[src/design/olir_pkg.sv]
// package with shared constants and types for the ordered list block
`timescale 1ns / 1ps
`default_nettype none

package olir_pkg;

    localparam int CAPACITY    = 16;
    localparam int KEY_BITS    = 31;
    localparam int HANDLE_BITS = 16;
    localparam int COUNT_BITS  = $clog2(CAPACITY + 1);

    localparam logic CMD_INSERT = 1'b0;
    localparam logic CMD_REMOVE = 1'b1;

    localparam logic [1:0] ST_INSERTED  = 2'd0;
    localparam logic [1:0] ST_REMOVED   = 2'd1;
    localparam logic [1:0] ST_NOT_FOUND = 2'd2;
    localparam logic [1:0] ST_FULL      = 2'd3;

    typedef logic [KEY_BITS-1:0]    key_t;
    typedef logic [HANDLE_BITS-1:0] handle_t;
    typedef logic [COUNT_BITS-1:0]  count_t;

    // broadcast control from the top level to every cell
    typedef struct packed {
        logic insert;
        logic remove;
        key_t key;
    } cell_ctrl_t;

endpackage

`default_nettype wire

[src/design/olir_cell.sv]
// one list cell: holds an entry, compares its key and shifts with its neighbors
`timescale 1ns / 1ps
`default_nettype none

module olir_cell (
    input  wire                      clk,
    input  olir_pkg::cell_ctrl_t     ctrl,
    input  wire                      occupied,
    input  olir_pkg::key_t           prev_key,
    input  olir_pkg::handle_t        prev_handle,
    input  olir_pkg::key_t           next_key,
    input  olir_pkg::handle_t        next_handle,
    input  wire                      found_in,
    input  olir_pkg::handle_t        sel_handle_in,
    output olir_pkg::key_t           key,
    output olir_pkg::handle_t        handle,
    output logic                     found_out,
    output olir_pkg::handle_t        sel_handle_out
);

    olir_pkg::key_t    key_reg;
    olir_pkg::handle_t handle_reg;
    logic              hit;
    logic              first_hit;
    logic              close_gap;

    assign hit            = ctrl.remove && occupied && (key_reg == ctrl.key);
    assign first_hit      = hit && !found_in;
    assign found_out      = found_in || hit;
    assign close_gap      = ctrl.remove && found_out;
    assign sel_handle_out = first_hit ? handle_reg : sel_handle_in;

    assign key    = key_reg;
    assign handle = handle_reg;

    always_ff @(posedge clk)
    begin
        if (ctrl.insert)
        begin
            key_reg    <= prev_key;
            handle_reg <= prev_handle;
        end
        else if (close_gap)
        begin
            key_reg    <= next_key;
            handle_reg <= next_handle;
        end
    end

endmodule

`default_nettype wire

[src/design/ordered_list_insert_remove_by_key.sv]
// top level of the ordered list with insert at front and remove by key
//
// usage: one stream of command words in, one result word out for each
// command. an insert word places (key, handle) at the front of the list
// and pushes the held entries back one cell; a remove word finds the
// frontmost entry with an equal key, returns its handle and closes the gap.
// inserts into a full list are dropped and reported as full; a remove with
// no match reports not found and leaves the list as it is.
//
// timing: a word is processed in the cycle it is accepted and its result
// stands in the output register in the next cycle. one word per cycle is
// sustained while the receiver takes results: the row of cells compares
// all keys at once and moves every entry by one cell in that same cycle.
// the match search ripples through the cell chain, which sets the clock period.
// stall: while the result register is full and the receiver holds tready
// low, s_axis_tready is low and no word is taken.
// reset: rst_n clears the entry count (list empty) and the output valid;
// cell contents are not cleared, only the first count cells are ever read.
`timescale 1ns / 1ps
`default_nettype none

module ordered_list_insert_remove_by_key (
    input  wire         clk,
    input  wire         rst_n,
    // command channel
    input  wire         s_axis_tvalid,
    output logic        s_axis_tready,
    input  wire  [47:0] s_axis_tdata,  // key [30:0], handle [46:31], zero pad
    input  wire         s_axis_tuser,  // command [0]
    // result channel
    output logic        m_axis_tvalid,
    input  wire         m_axis_tready,
    output logic [23:0] m_axis_tdata,  // removed_handle [15:0], entry_count [20:16]
    output logic [1:0]  m_axis_tuser   // status [1:0]
);

    localparam int N = olir_pkg::CAPACITY;

    // input word fields
    logic              in_accept;
    logic              in_command;
    olir_pkg::key_t    in_key;
    olir_pkg::handle_t in_handle;

    // list state
    olir_pkg::count_t count_reg;
    olir_pkg::count_t count_next;
    logic             list_full;

    // result register
    logic              out_valid_reg;
    logic              out_valid_next;
    logic [1:0]        status_reg;
    logic [1:0]        status_next;
    olir_pkg::handle_t rem_handle_reg;
    olir_pkg::handle_t rem_handle_next;
    olir_pkg::count_t  out_count_reg;

    // cell chain wiring
    olir_pkg::cell_ctrl_t ctrl;
    olir_pkg::key_t       cell_key    [N];
    olir_pkg::handle_t    cell_handle [N];
    logic                 found_chain [N+1];
    olir_pkg::handle_t    sel_chain   [N+1];

    assign in_command = s_axis_tuser;
    assign in_key     = s_axis_tdata[olir_pkg::KEY_BITS-1:0];
    assign in_handle  = s_axis_tdata[olir_pkg::KEY_BITS +: olir_pkg::HANDLE_BITS];

    // result register is free or being emptied this cycle
    assign s_axis_tready = !out_valid_reg || m_axis_tready;
    assign in_accept     = s_axis_tvalid && s_axis_tready;

    assign list_full = (count_reg == olir_pkg::count_t'(N));

    // broadcast control: inserts into a full list touch nothing
    assign ctrl.insert = in_accept && (in_command == olir_pkg::CMD_INSERT) && !list_full;
    assign ctrl.remove = in_accept && (in_command == olir_pkg::CMD_REMOVE);
    assign ctrl.key    = in_key;

    // search chain starts empty at the front
    assign found_chain[0] = 1'b0;
    assign sel_chain[0]   = '0;

    genvar i;
    generate
        for (i = 0; i < N; i++)
        begin : g_cell
            olir_pkg::key_t    prev_key;
            olir_pkg::handle_t prev_handle;
            olir_pkg::key_t    next_key;
            olir_pkg::handle_t next_handle;
            logic              occupied;

            assign occupied = (count_reg > olir_pkg::count_t'(i));

            // front cell takes the new entry, others take their front neighbor
            if (i == 0)
            begin : g_front
                assign prev_key    = in_key;
                assign prev_handle = in_handle;
            end
            else
            begin : g_mid
                assign prev_key    = cell_key[i-1];
                assign prev_handle = cell_handle[i-1];
            end

            // last cell has no back neighbor; its content past the count is unused
            if (i == N - 1)
            begin : g_back
                assign next_key    = cell_key[i];
                assign next_handle = cell_handle[i];
            end
            else
            begin : g_inner
                assign next_key    = cell_key[i+1];
                assign next_handle = cell_handle[i+1];
            end

            olir_cell u_cell (
                .clk            (clk),
                .ctrl           (ctrl),
                .occupied       (occupied),
                .prev_key       (prev_key),
                .prev_handle    (prev_handle),
                .next_key       (next_key),
                .next_handle    (next_handle),
                .found_in       (found_chain[i]),
                .sel_handle_in  (sel_chain[i]),
                .key            (cell_key[i]),
                .handle         (cell_handle[i]),
                .found_out      (found_chain[i+1]),
                .sel_handle_out (sel_chain[i+1])
            );
        end
    endgenerate

    // count update and result word
    always_comb
    begin
        count_next      = count_reg;
        status_next     = status_reg;
        rem_handle_next = rem_handle_reg;
        if (in_accept)
        begin
            rem_handle_next = '0;
            if (in_command == olir_pkg::CMD_INSERT)
            begin
                if (list_full)
                begin
                    status_next = olir_pkg::ST_FULL;
                end
                else
                begin
                    status_next = olir_pkg::ST_INSERTED;
                    count_next  = count_reg + olir_pkg::count_t'(1);
                end
            end
            else if (found_chain[N])
            begin
                status_next     = olir_pkg::ST_REMOVED;
                rem_handle_next = sel_chain[N];
                count_next      = count_reg - olir_pkg::count_t'(1);
            end
            else
            begin
                status_next = olir_pkg::ST_NOT_FOUND;
            end
        end
    end

    assign out_valid_next = in_accept || (out_valid_reg && !m_axis_tready);

    always_ff @(posedge clk or negedge rst_n)
    begin
        if (!rst_n)
        begin
            count_reg     <= '0;
            out_valid_reg <= 1'b0;
        end
        else
        begin
            count_reg     <= count_next;
            out_valid_reg <= out_valid_next;
        end
    end

    // payload of the result register
    always_ff @(posedge clk)
    begin
        if (in_accept)
        begin
            status_reg     <= status_next;
            rem_handle_reg <= rem_handle_next;
            out_count_reg  <= count_next;
        end
    end

    assign m_axis_tvalid = out_valid_reg;
    assign m_axis_tuser  = status_reg;
    assign m_axis_tdata  = {3'b000, out_count_reg, rem_handle_reg};

endmodule

`default_nettype wire
[config.mk]
export PLATFORM = sky130hd
export DESIGN_NAME = ordered_list_insert_remove_by_key
export DESIGN_NICKNAME = d
export VERILOG_FILES = /design/src/design/olir_pkg.sv /design/src/design/olir_cell.sv /design/src/design/ordered_list_insert_remove_by_key.sv
export SDC_FILE = /design/constraint.sdc
export NUM_CORES = 2
export LEC_CHECK = 0
export BUFFER_PORTS_ARGS = -buffer_cell sky130_fd_sc_hd__buf_4
export CAP_MARGIN = 20
export CORE_ASPECT_RATIO = 0.5
export CORE_MARGIN = 4
export CORE_UTILIZATION = 40
export CTS_BUF_LIST = sky130_fd_sc_hd__clkbuf_8
export DETAILED_ROUTE_END_ITERATION = 16
export GPL_TIMING_DRIVEN = 1
export PLACE_DENSITY = 0.64
export SLEW_MARGIN = 40
export SYNTH_ARGS = -nofsm -noshare
export SYNTH_HDL_FRONTEND = slang
export SYNTH_SLANG_ARGS = --single-unit
[constraint.sdc]
create_clock -name clk -period 5.11 [get_ports clk]
set_clock_uncertainty 0.1 [all_clocks]
set_input_delay 0.7665 -clock clk [delete_from_list [all_inputs] [get_ports clk]]
set_output_delay 0.7665 -clock clk [all_outputs]
set_load 0.05 [all_outputs]
; ---- Word-level counts from Yosys, hierarchy flattened
; Cells that the tools add are included.
[word_totals]
inputBits = 53
register_bits = 781
elab_cells = 274
output_inout_bits = 28
[op_classes]
addsub = 2
eq_ne = 17
n_lt_le_gt_ge = 16
n_reduce_logical = 118
n_bitwise = 1
n_mux = 83
[ops]
columns = operator, n
row1 = $mux W31, 30
row2 = $mux W16, 46
row3 = $eq A31 B31 Y1, 16
row4 = $logic_and A1 B1 Y1, 67
row5 = $gt A5 B4 Y1 const B, 8
row6 = $reduce_bool A2 Y1, 15
row7 = $gt A5 B3 Y1 const B, 4
row8 = $mux W5, 4
row9 = $logic_not A1 Y1, 18
row10 = $logic_or A1 B1 Y1, 17
row11 = $gt A5 B1 Y1 const B, 2
row12 = $gt A5 B2 Y1 const B, 2
row13 = $mux W2, 3
row14 = $add A5 B1 Y5 const B, 1
row15 = $eq A5 B5 Y1 const B, 1
row16 = $sub A5 B1 Y5 const B, 1
row17 = $reduce_and A2 Y1, 1
row18 = $not A1 Y1, 1

; ---- Longest topological paths before layout
[logic_depth]
word_depth = 24
ltp_mapped = 17

; ---- Modules after synthesis
; A second synthesis with hierarchy kept.
[unflattened]
hier_cells = 2908
hier_area_um2 = 44126.1
[modules_own_cells]
columns = module, area_each_um2, seq_area_each_um2, n_inst, cells_each
row1 = olir_cell, 2662.6, 1411.4, 16, 173
row2 = ordered_list_insert_remove_by_key, 1525.2, 840.8, 1, 140

; ---- Worst setup path after synthesis
; No wires, ideal clock.
[synth_timing]
kind = input-to-reg
from = in m_axis_tready
to = reg g_cell[11].u_cell.handle_reg[0], enable pin
cell_stages = 10
setup_slack_ps = 260
required_ps = 4313
arrival_time_ps = 4054
cell_sequence = nand2b_1 nand2_2 a21oi_1 and4_1 buf_6 or4_1 buf_4 nor2_1 and3_1 nand3_1
[synth_between]
elab_chain_len = 18
[synth_lines]
columns = element, line_no
row1 = from (decl), ordered_list_insert_remove_by_key.sv:32  ; input wire m_axis_tready,
row2 = $logic_or A1 B1 Y1 *, ordered_list_insert_remove_by_key.sv:71  ; assign s_axis_tready = !out_valid_reg || m_axis_tready;
row3 = $logic_and A1 B1 Y1 *, ordered_list_insert_remove_by_key.sv:72  ; assign in_accept = s_axis_tvalid && s_axis_tready;
row4 = $logic_and A1 B1 Y1, ordered_list_insert_remove_by_key.sv:78  ; assign ctrl.remove = in_accept && (in_command == olir_pkg::CMD_REMOVE);
row5 = $logic_and A1 B1 Y1 (2 in series), olir_cell.sv:27  ; assign hit = ctrl.remove && occupied && (key_reg == ctrl.key);
row6 = $logic_or A1 B1 Y1 (11 in series), olir_cell.sv:29  ; assign found_out = found_in || hit;
row7 = $logic_and A1 B1 Y1, olir_cell.sv:30  ; assign close_gap = ctrl.remove && found_out;
row8 = $reduce_bool A2 Y1 (no line) *, --
row9 = to (signal assigned), olir_cell.sv:41  ; handle_reg <= prev_handle;
row10 = to (signal assigned), olir_cell.sv:46  ; handle_reg <= next_handle;
row11 = to (decl), olir_cell.sv:22  ; olir_pkg::handle_t handle_reg;
; Mark *: on every way between the ends. The rest lies on a longest branch, timed or not.
; A chain may end at the register's enable or synchronous reset.

; ---- Final worst setup path
[layout_timing]
from = reg count_reg[0]
to = reg rem_handle_reg[12] (data pin)
[layout_between]
elab_chain_len = 20
[layout_lines]
columns = element, line_no
row1 = from (decl), ordered_list_insert_remove_by_key.sv:46  ; olir_pkg::count_t count_reg;
row2 = from (signal assigned), ordered_list_insert_remove_by_key.sv:184  ; count_reg <= count_next;
row3 = $gt A5 B1 Y1, ordered_list_insert_remove_by_key.sv:95  ; assign occupied = (count_reg > olir_pkg::count_t'(i));
row4 = $logic_and A1 B1 Y1 (2 in series), olir_cell.sv:27
row5 = $logic_not A1 Y1 / $logic_or A1 B1 Y1 (equally long branches), "olir_cell.sv:28, olir_cell.sv:29"
row6 = "$logic_and A1 B1 Y1, or another cell as far along", olir_cell.sv:28  ; assign first_hit = hit && !found_in;
row7 = "$mux W16, or another cell as far along (13 in series)", olir_cell.sv:31  ; assign sel_handle_out = first_hit ? handle_reg : sel_handle_in;
row8 = $mux W16 / $logic_and A1 B1 Y1 (equally long branches), "olir_cell.sv:31, olir_cell.sv:28"
row9 = $mux W16, olir_cell.sv:31
row10 = to (signal assigned), ordered_list_insert_remove_by_key.sv:195  ; rem_handle_reg <= rem_handle_next;
row11 = to (decl), ordered_list_insert_remove_by_key.sv:55  ; olir_pkg::handle_t rem_handle_reg;
; Several ways; a longest one is shown, not always the timed one.

==> results.py <==
metrics = {
    "status": {
        "status": "complete, no violations",
    },
    "worst_setup_path": {
        "crit_path_max_fanout": 11,
        "cp-end-kind": "flip-flop",
        "crit_arrival_ns": 4.97,
        "worst_setup_path_start_kind": "flip-flop",
        "required_ns": 5.51,
        "path_class": "reg2reg",
    },
    "yosys": {
        "synth-xor-area-share_pct": 10.6,
        "muxShareOfSynthArea_pct": 0.309,
        "yosysUniqueCellTypes": 85,
        "ys.flop_type": "edfxtp_1",
        "ys_top_cells_by_area": "edfxtp_1 56%, nand2_1 19%, xnor2_1 6.5%, xor2_1 4.1%, clkbuf_1 1.6%",
        "synth-simple-area-share_pct": 24.2,
        "ys_async_sr_fraction_pct": 0.768,
        "synth_edf_count": 775,
        "ys_warn_count": 0,
        "synth_fa_ha_area_share_pct": 0.182,
        "synth_compound_area_share_pct": 4.32,
        "synth_area_sq_um": 41300,
        "seq_area_frac_synth_pct": 56.8,
        "yosys.area.top_type": "edfxtp_1",
        "ys_ff_latch": 781,
        "synth_top_family_by_area": "simple AND/OR/NAND/NOR gates",
        "synth_cells": 4302,
        "synthDominantCellAreaShare_pct": 56.4,
        "syn-mean-instance-area_sq_um": 9.59,
    },
    "die": {
        "start_util_pct": 40.8,
        "dieHeight_um": 235,
        "die_area_sq_um": 109000,
        "core_area_sq_um": 101000,
        "ios": 81,
        "rows": 82,
        "die_w_um": 462,
    },
    "finish": {
        "drive_gt1_share_pct": 9.49,
        "final_cell_mix": "2088 x nand2_1, 775 x edfxtp_1, 304 x xnor2_1",
        "final_nets": 4447,
        "final_common_cell": "nand2_1",
        "final_cell_area_sq_um": 45900,
        "fill_cells": 9559,
        "largest_reg_flops": 496,
        "area_delta_synth_final_pct": 11.3,
    },
    "route": {
        "dr.pass1.iters": 9,
        "drc": 0,
        "vias": 32500,
        "antenna_left": 0,
        "wl_mm": 126,
        "wire_per_inst_um": 21.7,
        "drtIter0Drc": 4202,
        "vias_per_cell": 5.59,
    },
    "cts": {
        "cts_tree": "done",
        "cts_sinks": 781,
        "clock_path_buffers": 3,
        "cts_root_buffer": "clkbuf_8",
        "cts_buffers": 119,
        "post_cts_buffers": 0,
        "ctsHoldBuffers": 1,
        "post_cts_resized": 0,
        "h-tree-depth": 3,
        "cts.clk_slew.worst_paths_ns": 0.06,
        "clk_latency_ns": 0.77,
    },
    "flow_run": {
        "drv_cap": 0,
    },
    "global_route": {
        "grt_max_degree": 146,
        "gr-total-overflow": 0,
        "antenna_found_initial": 2,
        "grtUsageTotal_pct": 22.6,
        "grt_pass1_wl_mm": 191,
        "first_global_vias": 31500,
    },
    "sta": {
        "finalSetupViolCount": 0,
        "post-route-min-period_ns": 4.57,
        "slew_viol_final": 0,
        "fmax_mhz": 219,
        "rsz0062_at_grt": "no",
        "setup_tns_ns": 0,
        "hold_viol": 0,
        "worst_pin_slew_ns": 0.922,
        "slew_headroom_pct": 38.0,
        "holdWs_ns": 0.145,
        "period_share_pct": 89.4,
    },
    "pwr": {
        "p_leak_nw": 18.6,
        "fin_total_pwr_mw": 14.8,
        "vdd_drop_max_mv": 0.170,
        "power.density_nw_per_um2": 322,
    },
    "placement": {
        "portBuffers": 76,
        "place.gp.congestion": 0.901,
        "placed_cell_area_sq_um": 43800,
        "dp_hpwl_mm": 89.4,
    },
    "min_path": {
        "hold_path_class": "in2reg",
    },
}
metrics by stage:
stage	std cells	setup slack [ns]	util (%)
final	5823	0.540	45.4
after global routing	5823	0.405	45.4
after CTS	5822	0.566	45.3
after detailed placement	5610	0.255	43.2
after global placement	5607	0.133	43.2
after floorplan	4304	0.260	-
synthesized netlist by cell type (11+ instances only):
cell / number
xnor2_1: 304
and3_1: 12
nand2_1: 2097
buf_2: 26
nand3_1: 35
inv_1: 37
a21oi_1: 41
buf_6: 13
o21ai_0: 68
nor4_1: 52
a221oi_1: 12
edfxtp_1: 775
a31oi_1: 11
nor3_1: 17
buf_4: 55
clkbuf_1: 171
nand4_1: 89
nor2_1: 67
xor2_1: 192
layout make-up:
type / count / area [sq um] / area share, %
repair buffers: 228 / 2060 / 4.48
diodes: 1 / 2.50 / 0.00545
multi-input cells: 3219 / 16500 / 35.8
inverters: 39 / 154 / 0.335
clock buffers: 125 / 1720 / 3.75
clock inverters: 86 / 425 / 0.926
flip-flops and latches: 781 / 23400 / 51.0
well taps: 1344 / 1680 / 3.66
critical path, cell delays in order, from the launching register on:
cell and delay, ns:
dfrtp_1 0.52, inv_1 0.21, ha_1 0.21, a21oi_1 0.24, and4_1 0.42, or4_1 0.76, nor3_1 0.75, a32oi_1 0.18
o32ai_1 0.30, buf_4 0.17, a311oi_1 0.15, a221o_1 0.30
kinds of logic after synthesis:
group,after synthesis
multiplexers,12
buffers and inverters,304
AO/OA/AOI/OAI,256
AND/OR/NAND/NOR,2444
XOR/XNOR,498
other,1
flip-flops,781
adder cells (fa/ha/maj),6
power breakdown:
group          internal (mW)  leakage (nW)  switching (mW)
registers               7.54          7.28           0.324
clock network           2.39          1.27            2.56
logic                  0.640          10.0            1.32
layer usage:
layer  track usage [%]  vias to the layer above  part of all wire (%)  wire, um
li1                  -                    14600                     -         -
met1              32.9                    16200                    43     54000
met2              34.1                     1517                    45     56500
met3              4.87                      193                    10     12800
met4              5.89                        0                   2.3      2900
met5                 0                        -                     0         0
final timing paths:
kind | startpoint | slack, ns | end | cells after the start
max reg2reg | count_reg[0] | 0.54 | rem_handle_reg[12] | 11
max | count_reg[0] | 0.54 | rem_handle_reg[12] | 11
min | s_axis_tvalid | 0.14 | m_axis_tvalid | 2
min reg2reg | g_cell[14].u_cell.handle[8] | 0.38 | g_cell[15].u_cell.handle[8] | 0
min in group asynchronous | rst_n | 0.28 | count_reg[1] | 2
max in group asynchronous | rst_n | 4.52 | count_reg[4] | 2
Power figures use the tool's default switching activity.
